===== src/hdl/charged_particle_implicit_push_unit_defines.svh =====
// Assertion macros for the charged particle push unit.
// Used by the top level; every macro samples on clk_i and is disabled in reset.
`ifndef CHARGED_PARTICLE_IMPLICIT_PUSH_UNIT_DEFINES_SVH
`define CHARGED_PARTICLE_IMPLICIT_PUSH_UNIT_DEFINES_SVH
`ifndef ASSERT_OFF
`define CPPU_ASSERT(lbl, prop) \
  lbl: assert property (@(posedge clk_i) disable iff (!rst_ni) prop) \
    else $error("cppu assertion failed");
`define CPPU_NEVER(lbl, cond) \
  `CPPU_ASSERT(lbl, !(cond))
`else
`define CPPU_ASSERT(lbl, prop)
`define CPPU_NEVER(lbl, cond)
`endif
`endif


===== src/hdl/cppu_pkg.sv =====
// Shared types and constants of the charged particle push unit.
// No dependencies; imported by every module of the block.
`default_nettype none

package cppu_pkg;

  localparam int POS_W        = 48;
  localparam int COEF_W       = 32;
  localparam int BOX_W        = 47;
  localparam int SUB_W        = 7;
  localparam int MAX_SUBSTEPS = 64;
  localparam logic [BOX_W-1:0] BOX_RESET = 47'd21990232556;

  // configuration register indexes
  typedef enum logic [2:0] {
    REG_EX  = 3'd0,
    REG_EY  = 3'd1,
    REG_EZ  = 3'd2,
    REG_BX  = 3'd3,
    REG_BY  = 3'd4,
    REG_BZ  = 3'd5,
    REG_BOX = 3'd6
  } cfg_reg_e;

  // rounding bias preloaded into the accumulator on the first partial
  typedef enum logic [1:0] {
    BIAS_NONE  = 2'd0,
    BIAS_ROT   = 2'd1,
    BIAS_CROSS = 2'd2,
    BIAS_ACCEL = 2'd3
  } bias_e;

  typedef struct packed {
    logic signed [POS_W-1:0]  prev_x;
    logic signed [POS_W-1:0]  prev_y;
    logic signed [POS_W-1:0]  prev_z;
    logic signed [POS_W-1:0]  cur_x;
    logic signed [POS_W-1:0]  cur_y;
    logic signed [POS_W-1:0]  cur_z;
    logic signed [COEF_W-1:0] rot_coeff;
    logic signed [COEF_W-1:0] accel_coeff;
    logic [SUB_W-1:0]         substeps;
  } item_t;

  typedef struct packed {
    logic signed [POS_W-1:0] new_prev_x;
    logic signed [POS_W-1:0] new_prev_y;
    logic signed [POS_W-1:0] new_prev_z;
    logic signed [POS_W-1:0] new_cur_x;
    logic signed [POS_W-1:0] new_cur_y;
    logic signed [POS_W-1:0] new_cur_z;
    logic                    was_clamped;
  } result_t;

  // one partial product request to the shared multiply-accumulate unit
  typedef struct packed {
    logic        issue;
    logic        first;
    logic        sub;
    logic [1:0]  part;
    bias_e       bias;
    logic [63:0] a;
    logic [63:0] b;
  } mac_op_t;

endpackage

`default_nettype wire


===== src/hdl/cppu_mac.sv =====
// Shared 64x64 multiply-accumulate unit built on one 33x33 signed multiplier.
// A product takes four partials; three-stage pipeline. Depends on cppu_pkg.
`default_nettype none

module cppu_mac import cppu_pkg::*; (
  input  logic                 clk_i,
  input  logic                 rst_ni,
  input  mac_op_t              op_i,
  output logic signed [127:0]  acc_o
);

  logic               s1_vld_q, s1_first_q, s1_sub_q;
  bias_e              s1_bias_q;
  logic [1:0]         s1_shift_q;
  logic signed [32:0] s1_a_q, s1_b_q;
  logic               s2_vld_q, s2_first_q, s2_sub_q;
  bias_e              s2_bias_q;
  logic [1:0]         s2_shift_q;
  logic signed [65:0] s2_prod_q;
  logic signed [127:0] acc_q;
  logic signed [32:0] a_half, b_half;
  logic signed [127:0] prod_ext, prod_sh, base;

  // half selection: part[1] picks the upper word of a, part[0] of b
  assign a_half = op_i.part[1] ? {op_i.a[63], op_i.a[63:32]} : {1'b0, op_i.a[31:0]};
  assign b_half = op_i.part[0] ? {op_i.b[63], op_i.b[63:32]} : {1'b0, op_i.b[31:0]};

  // pipeline control
  always_ff @(posedge clk_i or negedge rst_ni) begin
    if (!rst_ni) begin
      s1_vld_q <= 1'b0;
      s2_vld_q <= 1'b0;
    end else begin
      s1_vld_q <= op_i.issue;
      s2_vld_q <= s1_vld_q;
    end
  end

  // operand and product registers
  always_ff @(posedge clk_i) begin
    s1_a_q     <= a_half;
    s1_b_q     <= b_half;
    s1_first_q <= op_i.first;
    s1_sub_q   <= op_i.sub;
    s1_bias_q  <= op_i.bias;
    s1_shift_q <= 2'({1'b0, op_i.part[1]} + {1'b0, op_i.part[0]});
    s2_prod_q  <= s1_a_q * s1_b_q;
    s2_first_q <= s1_first_q;
    s2_sub_q   <= s1_sub_q;
    s2_bias_q  <= s1_bias_q;
    s2_shift_q <= s1_shift_q;
  end

  // align partial and pick the accumulation base
  always_comb begin
    prod_ext = {{62{s2_prod_q[65]}}, s2_prod_q};
    unique case (s2_shift_q)
      2'd0:    prod_sh = prod_ext;
      2'd1:    prod_sh = prod_ext <<< 32;
      2'd2:    prod_sh = prod_ext <<< 64;
      default: prod_sh = prod_ext <<< 96;
    endcase
    if (s2_first_q) begin
      unique case (s2_bias_q)
        BIAS_ROT:   base = 128'sd1 <<< 15;
        BIAS_CROSS: base = 128'sd1 <<< 23;
        BIAS_ACCEL: base = 128'sd1 <<< 31;
        default:    base = '0;
      endcase
    end else begin
      base = acc_q;
    end
  end

  always_ff @(posedge clk_i) begin
    if (s2_vld_q) begin
      acc_q <= s2_sub_q ? base - prod_sh : base + prod_sh;
    end
  end

  assign acc_o = acc_q;

endmodule

`default_nettype wire


===== config.mk =====
export PLATFORM = sky130hd
export DESIGN_NAME = cppu_mac
export DESIGN_NICKNAME = d
export VERILOG_FILES = /design/src/hdl/charged_particle_implicit_push_unit_defines.svh /design/src/hdl/cppu_pkg.sv /design/src/hdl/cppu_mac.sv
export SDC_FILE = /design/constraint.sdc
export NUM_CORES = 2
export LEC_CHECK = 0
export BUFFER_PORTS_ARGS = -buffer_cell sky130_fd_sc_hd__buf_2
export CAP_MARGIN = 0
export CORE_ASPECT_RATIO = 0.9
export CORE_MARGIN = 4
export CORE_UTILIZATION = 50
export DETAILED_ROUTE_END_ITERATION = 8
export GPL_TIMING_DRIVEN = 0
export PLACE_DENSITY = 0.75
export SLEW_MARGIN = 20
export SYNTH_ARGS = -nofsm -noshare
export SYNTH_HDL_FRONTEND = slang
export SYNTH_SLANG_ARGS = --single-unit

===== constraint.sdc =====
create_clock -name clk_i -period 9.5 [get_ports clk_i]
set_clock_uncertainty 0.05 [all_clocks]
set_input_delay 1.9 -clock clk_i [delete_from_list [all_inputs] [get_ports clk_i]]
set_output_delay 1.9 -clock clk_i [all_outputs]
set_load 0.1 [all_outputs]

Word-level counts from Yosys, hierarchy flattened
Cells that the tools add are included.

operators by class
  equal/unequal tests = 5
  reductions and logical operators = 1
  $mul = 1
  multiplexer cells = 6
  add/subtract/negate cells = 3

operator list
  kind                  count
  $pmux W128 S3         1
  $mux W128             2
  $add A128 B128 Y128   1
  $sub A128 B128 Y128   1
  $pmux W32 S3          1
  $mul A33 B33 Y66      1
  $mux W32              2
  $eq A2 B2 Y1 const B  3
  $eq A2 B1 Y1 const B  2
  $add A1 B1 Y2         1
  $logic_not A2 Y1      1

storage, ports and cells
  flip-flop bits (word level) = 274
  input port bits = 137
  output and inout bits = 128

Logic depth before layout (Yosys ltp)
  depth in word-level cells = 5
  depth in mapped cells = 36

Least setup slack after synthesis
No wires, ideal clock.

  path type = register -> register
  from = register s1_a_q[32]
  to = register s2_prod_q[65]
  cell stages (with the launch flop) = 28
  library setup time = 127 ps
  data required time = 9323 ps
  slack = 1422 ps
  data arrival time = 7901 ps
  buffers on the path = 2
  period minus slack after synthesis = 8078 ps
  cell sequence = dfxtp_1 > clkbuf_1 > nand2_1 > inv_1 > fa_1 > inv_1 > fa_1 > inv_1 > fa_1 > inv_1 > fa_1 > inv_1 > fa_1 > fa_1 > fa_1 > inv_1 > fa_1 > inv_1 > ha_1 > clkbuf_1 > a21oi_1 > nor2b_1 > o21ai_0 > o21ai_0 > a311oi_1 > o311ai_0 > a221oi_1 > xnor2_1

between the ends
  cells in the longest elaborated chain, start to end = 1

RTL lines
  element                 RTL line        RTL
  from (decl)             cppu_mac.sv:15  logic signed [32:0] s1_a_q, s1_b_q;
  from (signal assigned)  cppu_mac.sv:41  s1_a_q <= a_half;
  $mul A33 B33 Y66        cppu_mac.sv:47  s2_prod_q <= s1_a_q * s1_b_q;
  to (signal assigned)    cppu_mac.sv:47
  to (decl)               cppu_mac.sv:19  logic signed [65:0] s2_prod_q;

Every way passes these cells.
A chain may end at the register's enable or synchronous reset.

Worst setup path after layout
  from = register s1_b_q[8]
  to = register s2_prod_q[64]

between the ends
  cells in the longest elaborated chain, start to end = 1

RTL lines
  element                 RTL line        RTL
  from (decl)             cppu_mac.sv:15
  from (signal assigned)  cppu_mac.sv:42  s1_b_q <= b_half;
  $mul A33 B33 Y66        cppu_mac.sv:47

Every way passes these cells.

==> flow_summary_export.csv <==
group,metric,value,unit
run_status,outcome,"complete, no violations",
clock_tree,numCtsBuffers,38,
clock_tree,cts_tree,"done",
worst_setup_path,r2r-end,"s2_prod_q[64]",
clock_tree,clk_pin_slew,70,ps
placed_design,place_congestion,1.05,
timing,finalSetupViolations,0,
timing,grt_setup_unrepaired,"yes",
placed_design,place_hpwl,195000,um
clock_tree,clock_latency,660,ps
clock_tree,cts_sinks,274,
placed_design,port_buffers,264,
yosys,synth_seq_cells,274,
worst_setup_path,worstPathRequired,10010,ps
clock_tree,cts_buffer_depth,3,
clock_tree,cts_root_buf,"clkbuf_16",
yosys,syn_avg_cell_area,8.92,um2
floorplanning,core,119000,um2
job,max_cap_viol_count,0,
timing,clock.fmax,106,MHz
timing,tightest_slew,1260,ps
floorplanning,num_rows,120,
global_route,grt_pass1_wl,348000,um
placed_design,dpl.cell_count,8610,
worst_setup_path,critPathLaunchType,"register",
yosys,yosysTopAreaCellShare,38.1,%
yosys,synth_ff_type,"dfxtp_1",
yosys,yosysSeqAreaShare,11.2,%
timing,fin_crit,9400,ps
detailed_routing,vias_per_cell,5.89,
clock_tree,ctsHoldBuffers,0,
yosys,yosysTopAreaCell,"fa_1",
clock_tree,h-tree-depth,2,
global_route,grt.overflow.total,0,
yosys,netlist_top_cells_area,"fa_1, inv_1, ha_1",
timing,timing.final.crit_share,98.9,%
worst_setup_path,startpoint,"s1_b_q[8]",
worst_setup_path,cp_max_fo,10,
layout,stdcell_count,8713,
detailed_routing,drcViolationCount,0,
timing,finalSetupTns,0,ps
yosys,synthesis.area,60300,um2
detailed_routing,vias,51307,
yosys,synth_warnings,0,
global_route,grt_pass1_vias,52122,
worst_setup_path,ff2ff_path_depth,27,
layout,final_nets,8710,
yosys,ys_types,85,
detailed_routing,ant_nets,0,
hold_path,hp-class,"reg2reg",
worst_setup_path,endpoint,"s2_prod_q[64]",
floorplanning,die-area,126000,um2
worst_setup_path,r2r_start,"s1_b_q[8]",
detailed_routing,drt_iter0_markers,5488,
worst_setup_path,r2r_slack,100,ps
global_route,antenna_found_initial,23,
detailed_routing,post_drt_wl_per_cell,27.5,um
layout,filler_cell_count,10841,
worst_setup_path,endpoint_kind,"register",
floorplanning,die_x,374,um
yosys,syn_nets,8385,
detailed_routing,wirelength,240000,um
timing,hold_viol_final,0,
yosys,ys_async_sr_fraction,0.730,%
floorplanning,ios,265,
worst_setup_path,arrival,9900,ps
hold_path,hold_start,"s1_shift_q[1]",
layout,area_growth,8.84,%
timing,drv_slew,0,
global_route,grt_start_max_net_pins,61,
layout,drive_above_1_share,8.92,%
floorplanning,die_height,337,um
worst_setup_path,crit_type,"reg2reg",
timing,slew-limit-headroom,15.2,%
yosys,synth_edf_count,128,
detailed_routing,drt_pass1_iterations,6,
yosys,synth_cells,6756,
global_route,grtUsageTotal,37.8,%
floorplanning,start_util,50.5,%
how the worst min path moves through the flow:
stage / cells past startpoint / endpoint
global placement: 0 / s2_shift_q[1]
floorplan: 0 / s2_bias_q[0]
global route: 0 / s2_shift_q[1]
CTS: 0 / s2_shift_q[1]
detailed placement: 0 / s2_bias_q[0]
finish: 0 / s2_shift_q[1]
sequential cells by signal, summed over array words and instances, names as in the netlist:
| register | flops |
|---|---|
| s1_a_q | 33 |
| s1_b_q | 33 |
| s1_sub_q | 1 |
| s2_shift_q | 2 |
| s2_prod_q | 66 |
| s1_vld_q | 1 |
| s1_bias_q | 2 |
| s1_shift_q | 2 |
| s2_sub_q | 1 |
| s2_vld_q | 1 |
| s1_first_q | 1 |
| s2_bias_q | 2 |
| acc_o | 128 |
| s2_first_q | 1 |
worst max-delay path, cell delays in order (launching register included):
cell and delay, ps:
dfxtp_1 690, clkbuf_2 650, and2_1 250, fa_1 460, fa_1 450, fa_1 670, inv_1 90, fa_1 480
inv_1 50, fa_1 470, fa_1 520, fa_1 520, inv_1 50, fa_1 470, inv_1 40, ha_1 270
clkbuf_1 330, nand4_1 210, nor2_1 130, a211oi_1 80, o21ai_0 220, a21oi_2 110, a31oi_1 670, a31oi_4 240
o211ai_1 460, a31oi_2 220, o21ai_0 250, xor2_1 150
per-stage QoR:
stage                     setup WS, ps  area, um2  hold slack [ps]  util [%]
after global routing              -131      65600              278      54.9
final                              103      65600              267      55.0
after floorplan                   1420      60300              260         -
after detailed placement         -1080      63700              265      53.4
after global placement           -1010      63600              260      53.3
after CTS                         4.88      65300              263      54.7
per-layer routing:
layer | global-route usage [%] | up-vias | wire length [um]
li1 | - | 21721 | -
met1 | 48.5 | 25452 | 91100
met2 | 55.6 | 3403 | 99500
met3 | 15.1 | 721 | 33900
met4 | 18.8 | 10 | 14800
met5 | 0.151 | - | 218
synth_stat cells (52+ instances only):
master / number
and2_1: 565
edfxtp_1: 128
dfxtp_1: 144
nor2_1: 290
mux2_2: 65
xor2_1: 101
mux2i_1: 52
ha_1: 346
fa_1: 1146
nor3_1: 61
a21oi_1: 324
o21ai_0: 145
clkbuf_1: 336
a21o_1: 127
nor2b_1: 155
nand2_1: 721
nand4_1: 68
xnor2_1: 208
inv_1: 1230
repair_timing:
| action | 4_1_cts | 5_1_grt |
|---|---|---|
| setup buffers | 1 | 19 |
| pin swaps | 1 | 4 |
| resized for setup | 82 | 149 |
| setup endpoints to repair | 28 | 44 |
cells in the final DEF (no fill, tap or decap), drive strengths merged, types with 12 or more instances in the layout:
master | netlist | final
mux2 | 65 | 65
nand2 | 722 | 722
and3 | 33 | 33
nand3 | 42 | 42
nand2b | 32 | 32
nand4 | 68 | 68
o2bb2ai | 22 | 22
nor2 | 292 | 292
a21oi | 324 | 324
edfxtp | 128 | 128
o211ai | 27 | 27
mux2i | 52 | 52
fa | 1146 | 1146
nor3 | 61 | 61
diode | 0 | 16
a21o | 127 | 127
nor2b | 156 | 156
xnor2 | 208 | 208
dfxtp | 144 | 144
o21a | 27 | 27
clkbuf | 336 | 368
o21bai | 38 | 38
and2 | 565 | 565
a21boi | 12 | 12
o21ai | 152 | 152
inv | 1230 | 1232
or2 | 14 | 14
a31oi | 50 | 50
a211oi | 20 | 20
buf | 37 | 336
xor2 | 101 | 101
nor4 | 29 | 29
ha | 346 | 346
cells by family after synthesis:
| group | after synthesis | share of synthesized area [%] |
|---|---|---|
| fa+ha+maj | 1492 | 45.2 |
| xor+xnor | 309 | 4.49 |
| buf+inv | 1604 | 10.2 |
| simple gates | 2062 | 17.4 |
| compound gates | 898 | 9.40 |
| mux | 117 | 2.08 |
| flops | 274 | 11.2 |
area by class of cell:
type	instances	area (um2)	share of cell area, %
Multi-Input combinational cell	4878	47500	72.4
Sequential cell	274	6790	10.3
Inverter	1231	4630	7.05
Tap cell	1586	1980	3.02
Buffer	370	1670	2.55
Timing Repair Buffer	288	1560	2.38
Clock buffer	46	1050	1.61
Clock inverter	24	362	0.551
Antenna cell	16	40.0	0.0610
Power is left out: the tool's default activity adds up to more than one toggle a clock period on the data nets, which glitch-free logic cannot reach.
