==> src/hdl/charged_particle_implicit_push_unit_defines.svh <==
// Assertion macros for the charged particle push unit.
// Used by the top level; every macro samples on clk_i and is disabled in reset.
`ifndef CHARGED_PARTICLE_IMPLICIT_PUSH_UNIT_DEFINES_SVH
`define CHARGED_PARTICLE_IMPLICIT_PUSH_UNIT_DEFINES_SVH
`ifndef ASSERT_OFF
`define CPPU_ASSERT(lbl, prop) \
  lbl: assert property (@(posedge clk_i) disable iff (!rst_ni) prop) \
    else $error("cppu assertion failed");
`define CPPU_NEVER(lbl, cond) \
  `CPPU_ASSERT(lbl, !(cond))
`else
`define CPPU_ASSERT(lbl, prop)
`define CPPU_NEVER(lbl, cond)
`endif
`endif

==> src/hdl/cppu_pkg.sv <==
// Shared types and constants of the charged particle push unit.
// No dependencies; imported by every module of the block.
`default_nettype none

package cppu_pkg;

  localparam int POS_W        = 48;
  localparam int COEF_W       = 32;
  localparam int BOX_W        = 47;
  localparam int SUB_W        = 7;
  localparam int MAX_SUBSTEPS = 64;
  localparam logic [BOX_W-1:0] BOX_RESET = 47'd21990232556;

  // configuration register indexes
  typedef enum logic [2:0] {
    REG_EX  = 3'd0,
    REG_EY  = 3'd1,
    REG_EZ  = 3'd2,
    REG_BX  = 3'd3,
    REG_BY  = 3'd4,
    REG_BZ  = 3'd5,
    REG_BOX = 3'd6
  } cfg_reg_e;

  // rounding bias preloaded into the accumulator on the first partial
  typedef enum logic [1:0] {
    BIAS_NONE  = 2'd0,
    BIAS_ROT   = 2'd1,
    BIAS_CROSS = 2'd2,
    BIAS_ACCEL = 2'd3
  } bias_e;

  typedef struct packed {
    logic signed [POS_W-1:0]  prev_x;
    logic signed [POS_W-1:0]  prev_y;
    logic signed [POS_W-1:0]  prev_z;
    logic signed [POS_W-1:0]  cur_x;
    logic signed [POS_W-1:0]  cur_y;
    logic signed [POS_W-1:0]  cur_z;
    logic signed [COEF_W-1:0] rot_coeff;
    logic signed [COEF_W-1:0] accel_coeff;
    logic [SUB_W-1:0]         substeps;
  } item_t;

  typedef struct packed {
    logic signed [POS_W-1:0] new_prev_x;
    logic signed [POS_W-1:0] new_prev_y;
    logic signed [POS_W-1:0] new_prev_z;
    logic signed [POS_W-1:0] new_cur_x;
    logic signed [POS_W-1:0] new_cur_y;
    logic signed [POS_W-1:0] new_cur_z;
    logic                    was_clamped;
  } result_t;

  // one partial product request to the shared multiply-accumulate unit
  typedef struct packed {
    logic        issue;
    logic        first;
    logic        sub;
    logic [1:0]  part;
    bias_e       bias;
    logic [63:0] a;
    logic [63:0] b;
  } mac_op_t;

endpackage

`default_nettype wire

==> src/hdl/cppu_div.sv <==
// Serial restoring divider: signed 128-bit numerator over a positive 64-bit
// denominator, rounded half away from zero, one quotient bit per cycle.
`default_nettype none

module cppu_div import cppu_pkg::*; (
  input  logic                clk_i,
  input  logic                rst_ni,
  input  logic                start_i,
  input  logic signed [127:0] num_i,
  input  logic [63:0]         den_i,
  output logic                done_o,
  output logic [63:0]         quot_o
);

  typedef enum logic [1:0] {D_IDLE, D_RUN, D_FIN} dstate_e;

  dstate_e      state_q;
  logic [6:0]   cnt_q;
  logic         neg_q;
  logic [127:0] num_q;
  logic [63:0]  rem_q, q_q, quot_q;
  logic         done_q;
  logic [127:0] mag_half;
  logic [64:0]  trial, diff;
  logic         ge;

  // |num| + den/2 in one adder: conditional invert with carry in
  assign mag_half = (num_i ^ {128{num_i[127]}}) + {65'd0, den_i[63:1]}
                  + {127'd0, num_i[127]};

  // one restoring step
  assign trial = {rem_q, num_q[127]};
  assign diff  = trial - {1'b0, den_i};
  assign ge    = !diff[64];

  always_ff @(posedge clk_i or negedge rst_ni) begin
    if (!rst_ni) begin
      state_q <= D_IDLE;
      cnt_q   <= '0;
      done_q  <= 1'b0;
    end else begin
      done_q <= 1'b0;
      unique case (state_q)
        D_IDLE: if (start_i) begin
          state_q <= D_RUN;
          cnt_q   <= '0;
        end
        D_RUN: begin
          cnt_q <= cnt_q + 7'd1;
          if (cnt_q == 7'd127) state_q <= D_FIN;
        end
        D_FIN: begin
          done_q  <= 1'b1;
          state_q <= D_IDLE;
        end
        default: state_q <= D_IDLE;
      endcase
    end
  end

  always_ff @(posedge clk_i) begin
    if (state_q == D_IDLE && start_i) begin
      neg_q <= num_i[127];
      num_q <= mag_half;
      rem_q <= '0;
      q_q   <= '0;
    end else if (state_q == D_RUN) begin
      rem_q <= ge ? diff[63:0] : trial[63:0];
      q_q   <= {q_q[62:0], ge};
      num_q <= {num_q[126:0], 1'b0};
    end else if (state_q == D_FIN) begin
      quot_q <= neg_q ? 64'd0 - q_q : q_q;
    end
  end

  assign done_o = done_q;
  assign quot_o = quot_q;

endmodule

`default_nettype wire

==> config.mk <==
export PLATFORM = sky130hd
export DESIGN_NAME = cppu_div
export DESIGN_NICKNAME = d
export VERILOG_FILES = /design/src/hdl/charged_particle_implicit_push_unit_defines.svh /design/src/hdl/cppu_pkg.sv /design/src/hdl/cppu_div.sv
export SDC_FILE = /design/constraint.sdc
export NUM_CORES = 1
export LEC_CHECK = 0
export BUFFER_PORTS_ARGS = -buffer_cell sky130_fd_sc_hd__clkbuf_2
export CAP_MARGIN = 20
export CORE_MARGIN = 2
export CORE_UTILIZATION = 40
export CTS_BUF_LIST = sky130_fd_sc_hd__clkbuf_8
export CTS_CLUSTER_SIZE = 30
export DETAILED_ROUTE_END_ITERATION = 8
export GPL_ROUTABILITY_DRIVEN = 0
export GPL_TIMING_DRIVEN = 0
export REMOVE_ABC_BUFFERS = 1
export SLEW_MARGIN = 20
export SYNTH_ARGS = -nofsm -noshare
export SYNTH_HDL_FRONTEND = slang
export SYNTH_SLANG_ARGS = --single-unit
export TNS_END_PERCENT = 30
==> constraint.sdc <==
create_clock -name clk_i -period 6.1 [get_ports clk_i]
set_input_delay 0.915 -clock clk_i [delete_from_list [all_inputs] [get_ports clk_i]]
set_output_delay 0.915 -clock clk_i [all_outputs]
set_load 0.1 [all_outputs]
# After elaboration in Yosys (flattened, before gate mapping)
# Index checks and enable logic that the tools add are counted.
[totals] output_inout_bits=65 elab_cells=39 input_bits=195 regBits=331
[classes] add_sub_neg=5 n_bitwise=3 eq_ne=5 muxes=10 n_reduce_logical=8
[ops] cell="2-to-1 mux 128 bit" n=2
[ops] cell="adder 128 x 1 -> 128 bit" n=1
[ops] cell="adder 128 x 63 -> 128 bit" n=1
[ops] cell="2-to-1 mux 64 bit" n=2
[ops] cell="XOR 128 bit" n=1
[ops] cell="subtractor 65 x 64 -> 65 bit" n=1
[ops] cell="subtractor 1 x 64 -> 64 bit, first input constant" n=1
[ops] cell="case mux 7 bit (2 select lines)" n=1
[ops] cell="adder 7 x 1 -> 7 bit, second input constant" n=1
[ops] cell="== test 7 bit, second input constant" n=1
[ops] cell="2-to-1 mux 7 bit" n=1
[ops] cell="2-to-1 mux 2 bit" n=2
[ops] cell="!= test 2 bit, second input constant" n=2
[ops] cell="case mux 2 bit (2 select lines)" n=1
[ops] cell="AND reduction 2 bit" n=2
[ops] cell="nonzero test 2 bit" n=2
[ops] cell="AND reduction 3 bit" n=1
[ops] cell="== test 2 x 1 -> 1 bit, second input constant" n=1
[ops] cell="== test 2 bit, second input constant" n=1
[ops] cell="zero test 2 bit" n=1
[ops] cell="NOT 1 bit" n=2
[ops] cell="logical AND 1 bit" n=1
[ops] cell="zero test 1 bit" n=1
[ops] cell="2-to-1 mux 1 bit" n=1

# Depth between registers and ports, before layout
# Gate-level depths: netlist (run 1).
[depth] word_depth=4 depth_mapped=25 depth_no_buf=15

# Least setup slack after synthesis (run 1)
# No wires, ideal clock.
[synth_timing] path_kind="input -> register" from="input num_i[127]" to="register num_q[112], data pin" slack_ps=-1645 stages=24 arrival_time_ps=7489 setup_ps=255 cell_sequence="clkbuf_1 -> clkbuf_1 -> clkbuf_1 -> clkbuf_1 -> clkbuf_1 -> clkbuf_1 -> buf_1 -> buf_1 -> clkbuf_1 -> buf_1 -> xor2_1 -> ha_1 -> clkbuf_1 -> and4_1 -> nand2_1 -> or4_1 -> or3_1 -> a211o_1 -> a211oi_1 -> a211oi_1 -> nor4_1 -> nand3_1 -> mux2_2 -> nor2_1"
[synth_between] elab_chain_len=4
[synth_lines] item="start, declared" line_no="cppu_div.sv:9" text="input logic signed [127:0] num_i,"
[synth_lines] item="XOR 128 bit" line_no="cppu_div.sv:28" text="assign mag_half = (num_i ^ {128{num_i[127]}}) + {65'd0, den_i[63:1]}"
[synth_lines] item="adder 128 x 63 -> 128 bit" line_no="cppu_div.sv:28"
[synth_lines] item="adder 128 x 1 -> 128 bit (*)" line_no="cppu_div.sv:29" text="+ {127'd0, num_i[127]};"
[synth_lines] item="2-to-1 mux 128 bit (*)" line_no="cppu_div.sv:62" text="if (state_q == D_IDLE && start_i) begin"
[synth_lines] item="end signal, assigned" line_no="cppu_div.sv:64" text="num_q <= mag_half;"
[synth_lines] item="end signal, assigned" line_no="cppu_div.sv:70" text="num_q <= {num_q[126:0], 1'b0};"
[synth_lines] item="end, declared" line_no="cppu_div.sv:20" text="logic [127:0] num_q;"
# Mark *: on every way between the ends. The rest lies on a longest branch, timed or not.
# A chain may end at the register's enable or synchronous reset.

# Worst setup path in the final report (run 1)
[layout_timing] from="input num_i[127]" to="register num_q[74], data pin"
# The elaborated chain is that of the path after synthesis.

==> flow_summary.yaml, run 1 <==
power_and_ir_drop:
  leakage_nw: 11.8
  powerDensity_nw_per_um2: 267
  pwr-share-clk_pct: 29.1
  pwr-share-comb_pct: 30.0
  switching_share_pct: 34.1
  irDropWorstVdd_mv: 0.121
  switching_power_mw: 2.59
  seq_power_share_pct: 40.9
  p_int_mw: 5.02
die:
  core_area_um2: 61800
  rows: 91
  die_width_um: 254
  start_util_pct: 40.5
  die_h_um: 254
  io_pins: 260
  die_area_um2: 64600
synthesis:
  synth_area_um2: 25000
  synth-edff-count: 193
  yosys_warnings: 0
  ys_types: 83
  postSynthAreaPerCell_um2: 8.44
  synthArstFlopShare_pct: 3.02
  synth_seq_area_share_pct: 34.4
  synth_flop_cell: "edfxtp_1"
  synth_cells: 2964
  synth_seq_cells: 331
clock_network:
  cts_made_buffers: 66
  insertion_delay_ns: 0.65
  cts_tree: "built"
  hold_buffers: 0
  clock-sinks: 331
  htreeDepth: 3
  cts_resized: 0
  post_cts_buffers: 0
  cts-root-buf: "clkbuf_8"
  clk_pin_slew_ns: 0.06
  cts_buffer_depth: 3
outcome:
  outcome: "completed"
critical_path:
  crit_path_start_kind: "primary input"
  max_stage_delay_ns: 0.77
  cp_data_arrival_time_ns: 6.33
  path_cells: "clkbuf_8 -> buf_16 -> xor2_1 -> inv_1 -> fa_1 -> nor2b_1 -> o31ai_1 -> a21o_1 -> nand4b_1 -> a221oi_1 -> o41ai_2 -> a41oi_1 -> o21ai_2 -> o21ai_1 -> o21a_1 -> o31ai_1"
  worstPathRequired_ns: 6.56
  critPathCaptureType: "flip-flop"
  reg2reg_from: "num_q[127]"
  crit_type: "in2reg"
  cp_slowest_cell: "o21ai_2"
  r2r_slack_ns: 0.96
  crit_top_cell: "o31ai_1"
  worstReg2RegEnd: "rem_q[59]"
  r2r.worst_path.cells: 17
  crit_path_max_fanout: 73
  crit_start: "num_i[127]"
timing:
  finalSetupViolCount: 0
  period_share_pct: 96.3
  skew_ns: 0.0254
  max_freq_ghz: 0.170
  min_period_ns: 5.87
  setup_ws_ns: 0.228
  rsz0062_at_grt: "false"
  maxSlewViolCount: 0
  max_slew_margin_pct: 23.3
  hold_viol: 0
  holdWs_ns: 0.137
  worst_pin_slew_ns: 1.15
  fin_setup_tns_ns: 0
grt:
  grt_pass1_vias: 22000
  track_usage_pct: 21.8
  grt_use_met2_pct: 35.5
  grt_use_met3_pct: 3.91
  met1_usage_pct: 28.8
  antenna_found_initial: 8
  grt_start_max_net_pins: 84
  overflow: 0
  grt_pass1_wl_um: 114000
  grt_busiest_layer: "met2"
worst_hold_path:
  hold_path_class: "in2async"
route:
  dr.pass1.iters: 7
  drt_iter0_markers: 1415
  drtAntennaViolNets: 0
  wirelength_um: 71600
  post_drt_wl_per_cell_um: 17.8
  via_per_inst: 5.66
  drc: 0
  vias: 22700
placement:
  post-place-cells: 3889
  hpwl_um: 54600
  portBuffers: 259
  place_area_um2: 27200
  dp_slack_ns: -0.607
finish:
  finish.instance_area_um2: 28500
  drive_gt1_share_pct: 13.5
  final_cells: 4013
  fillers: 6130
  nets: 3445
  synthToLayoutAreaGrowth_pct: 14.0
run:
  cap_violations: 0
[power groups by stage]
stage	Clock, mW	Combinational, mW	Sequential [mW]
final	2.21	2.29	3.11
after detailed placement	0	2.26	3.15
after CTS	2.29	2.27	3.11
after global routing	2.38	2.58	3.17
after floorplan	0	1.64	3.10
after global placement	0	2.20	3.15
[kinds of logic (layout without fill, tap and decap cells)]
logic type / count (synthesis) / in the layout / share of synthesized area, %
AO/OA/AOI/OAI: 885 / 885 / 23.1
multiplexers: 20 / 20 / 0.825
adder cells (fa/ha/maj): 130 / 130 / 6.56
other: 0 / 6 / 0
flip-flops: 331 / 331 / 34.4
XOR/XNOR: 349 / 349 / 12.2
buffers and inverters: 295 / 501 / 4.44
AND/OR/NAND/NOR: 954 / 954 / 18.5
[stage by stage]
stage	total power, mW	utilization (%)
floorplan	4.74	-
global placement	5.36	43.1
detailed placement	5.41	44.0
CTS	7.68	46.1
global route	8.12	46.1
finish	7.61	46.1
[metal layers]
layer / up-vias / wire length, µm
met2: 774 / 32700
met4: 6 / 2410
met3: 145 / 4620
met1: 10700 / 31800
met5: - / 43
li1: 11100 / -
[final cells by class]
cell class | instances | area, µm² | area share (%)
Multi-Input combinational cell | 2338 | 15400 | 53.9
Antenna cell | 6 | 15.0 | 0.0526
Timing Repair Buffer | 279 | 1800 | 6.31
Tap cell | 837 | 1050 | 3.67
Inverter | 104 | 398 | 1.40
Clock inverter | 40 | 205 | 0.719
Clock buffer | 78 | 1070 | 3.76
Sequential cell | 331 | 8610 | 30.2
[worst max path at each step]
stage                            end  cells past startpoint  slack (ns)
after detailed placement   num_q[74]                     16       -0.61
final                      num_q[74]                     16        0.23
after global placement     num_q[74]                     14       -5.27
after CTS                  num_q[74]                     16        0.08
after floorplan               q_q[0]                     14       -1.72
after global routing      num_q[100]                     15        0.06
[cells in the mapped netlist, types with 45 or more instances]
| library cell | number | area [µm²] |
|---|---|---|
| clkbuf_1 | 166 | 623 |
| o311ai_0 | 45 | 394 |
| nand2_1 | 390 | 1460 |
| o21ai_0 | 262 | 1310 |
| a21o_1 | 79 | 593 |
| dfxtp_1 | 128 | 2560 |
| a21oi_1 | 179 | 896 |
| nor2_1 | 138 | 518 |
| nand4_1 | 54 | 338 |
| a22o_1 | 60 | 526 |
| nor3_1 | 53 | 265 |
| xor2_1 | 138 | 1210 |
| inv_1 | 104 | 390 |
| xnor2_1 | 211 | 1850 |
| ha_1 | 128 | 1600 |
| edfxtp_1 | 193 | 5800 |
| nand3_1 | 99 | 495 |
[state kept, by name, summed over array words and instances (netlist names)]
name and flops:
num_q 128, q_q 64, quot_o 64, rem_q 64, cnt_q 7, state_q 2
done_o 1, neg_q 1
[cells in the final DEF (no fill, tap or decap), drive strengths merged, types with 20 or more instances in the layout]
cell type and instances:
a21o 79, a21oi 179, a22o 62, a31oi 21
buf 20, clkbuf 337, dfxtp 128, edfxtp 193
ha 128, inv 132, nand2 390, nand2b 39
nand3 99, nand4 54, nor2 138, nor2b 30
nor3 53, nor4 22, o211ai 23, o21a 24
o21ai 263, o21bai 26, o311ai 45, o31ai 41
or3 27, or4 22, xnor2 211, xor2 138
[worst max-delay path, delay by kind of cell]
kind,cells,cell delay (ns)
compound gates,9,3.38
simple gates,2,0.35
fa+ha+maj,1,0.45
buf+inv,3,0.82
xor+xnor,1,0.30
(Power assumes the default switching activity.)
==> run 2: changes to the inputs <==
clock period = 7.1 ns   (was 6.1 ns; I/O delays follow)
==> run 2 against run 1 <==
- worst setup slack improved by 0.51 ns
- clock power decreased by 14%
- combinational power decreased by 14%
- critical path depth unchanged
- sequential share of layout area about the same
- total power decreased by 14%
- worst hold slack improved by 0.15 ns
- die area unchanged
- register-to-register slack improved by 1.0 ns
- final area about the same
- sequential power decreased by 14%
- via count decreased by 0.13%
- critical path type unchanged
==> flow_summary.yaml, run 2 (synthesized netlist as in run 1, its figures left out) <==
critical_path:
  cp_data_arrival_time_ns: 6.82
  crit_path_max_fanout: 73
  critPathCaptureType: "flip-flop"
  crit_type: "in2reg"
  crit_top_cell: "o31ai_1"
  path_cells: "clkbuf_8 -> buf_16 -> xor2_1 -> inv_1 -> fa_1 -> nor2b_1 -> o31ai_1 -> a21o_1 -> nand4b_1 -> a221oi_1 -> o41ai_1 -> a41oi_1 -> o21ai_2 -> o21ai_1 -> o21a_1 -> o31ai_1"
  max_stage_delay_ns: 0.98
  cp_slowest_cell: "o41ai_1"
  worstPathRequired_ns: 7.56
  crit_path_start_kind: "primary input"
timing:
  max_freq_ghz: 0.157
  setup_ws_ns: 0.741
  hold_viol: 0
  skew_ns: 0.0176
  min_period_ns: 6.36
  period_share_pct: 89.6
  holdWs_ns: 0.288
  rsz0062_at_grt: "false"
  finalSetupViolCount: 0
  max_slew_margin_pct: 24.8
  maxSlewViolCount: 0
  worst_pin_slew_ns: 1.13
route:
  via_per_inst: 5.66
  wirelength_um: 71500
  drc: 0
  drtAntennaViolNets: 0
  drt_iter0_markers: 1343
  post_drt_wl_per_cell_um: 17.8
  dr.pass1.iters: 5
  vias: 22700
finish:
  nets: 3445
  largest_reg_flops: 128
  drive_gt1_share_pct: 13.4
  regMostFlops: "num_q"
  synthToLayoutAreaGrowth_pct: 14.0
  final_cells: 4013
  most-common-layout-cells: "389 x nand2_1, 261 x o21ai_0, 258 x clkbuf_2, 211 x xnor2_1, 193 x edfxtp_1"
  final_common_cell: "nand2_1"
die:
  rows: 91
  die_area_um2: 64600
  core_area_um2: 61800
  die_width_um: 254
  io_pins: 260
  die_h_um: 254
  start_util_pct: 40.5
worst_hold_path:
  hold_path_class: "in2async"
grt:
  antenna_found_initial: 8
  grt_pass1_vias: 22000
  track_usage_pct: 21.8
  met1_usage_pct: 28.8
  overflow: 0
  grt_start_max_net_pins: 84
  grt_pass1_wl_um: 114000
  grt_busiest_layer: "met2"
  grt_use_met3_pct: 3.90
  grt_use_met2_pct: 35.5
run:
  cap_violations: 0
placement:
  hpwl_um: 54600
  dp_slack_ns: 0.243
  portBuffers: 259
  post-place-cells: 3889
power_and_ir_drop:
  powerDensity_nw_per_um2: 229
  irDropWorstVdd_mv: 0.104
  leakage_nw: 11.8
clock_network:
  cts_resized: 0
  clk_pin_slew_ns: 0.06
  cts_made_buffers: 66
  post_cts_buffers: 0
  htreeDepth: 3
  insertion_delay_ns: 0.65
  cts_tree: "built"
  hold_buffers: 0
  clock-sinks: 331
  cts_buffer_depth: 3
  cts-root-buf: "clkbuf_8"
outcome:
  outcome: "completed"
-- run 2: cell count changes in the layout (fill, tap and decap cells not counted) --
| cell | before | now |
|---|---|---|
| o41ai_2 | 1 | 0 |
| o41ai_1 | 13 | 14 |
-- run 2: area by class of cell --
class	count	area (µm²)
Multi-Input combinational cell	2338	15400
Clock buffer	78	1070
Inverter	104	398
Antenna cell	6	15.0
Sequential cell	331	8610
Fill cell	6135	33300
Clock inverter	40	205
Timing Repair Buffer	279	1800
Tap cell	837	1050
-- run 2: metrics by stage --
step | utilization [%] | area [µm²] | setup TNS, ns | power [mW]
5_1_grt | 46.1 | 28500 | 0 | 6.98
6_report | 46.1 | 28500 | 0 | 6.54
3_3_place_gp | 43.1 | 26600 | -702.77 | 4.60
2_1_floorplan | - | 24300 | -43.37 | 4.08
3_5_place_dp | 44.0 | 27200 | 0 | 4.65
4_1_cts | 46.1 | 28500 | 0 | 6.59
-- run 2: where the power goes --
part / switching [mW] / total (mW) / internal [mW]
sequential: 0.157 / 2.67 / 2.52
combinational: 1.17 / 1.96 / 0.789
clock: 0.894 / 1.90 / 1.01
-- run 2: worst max-delay path: cells and delay by family --
kind            cells  cell delay (ns)
fa+ha+maj           1             0.45
compound gates      9             3.73
simple gates        2             0.35
xor+xnor            1             0.30
buf+inv             3             0.84
-- run 2: path summary, 6_finish.rpt --
path | startpoint | end | slack [ns] | cells after the start
worst max register to register | num_q[127] | rem_q[59] | 1.96 | 17
max in group asynchronous | rst_ni | done_o | 6.58 | 1
worst min-delay path | rst_ni | cnt_q[4] | 0.29 | 1
min in group clk_i | rem_q[62] | rem_q[62] | 0.49 | 2
worst min register to register | rem_q[62] | rem_q[62] | 0.49 | 2
worst max-delay path | num_i[127] | num_q[74] | 0.74 | 16
-- run 2: metal layers --
layer | wire, µm | part of all wire, %
met1 | 31800 | 44
met2 | 32700 | 46
met3 | 4420 | 6.2
met4 | 2500 | 3.5
met5 | 43 | 0.060
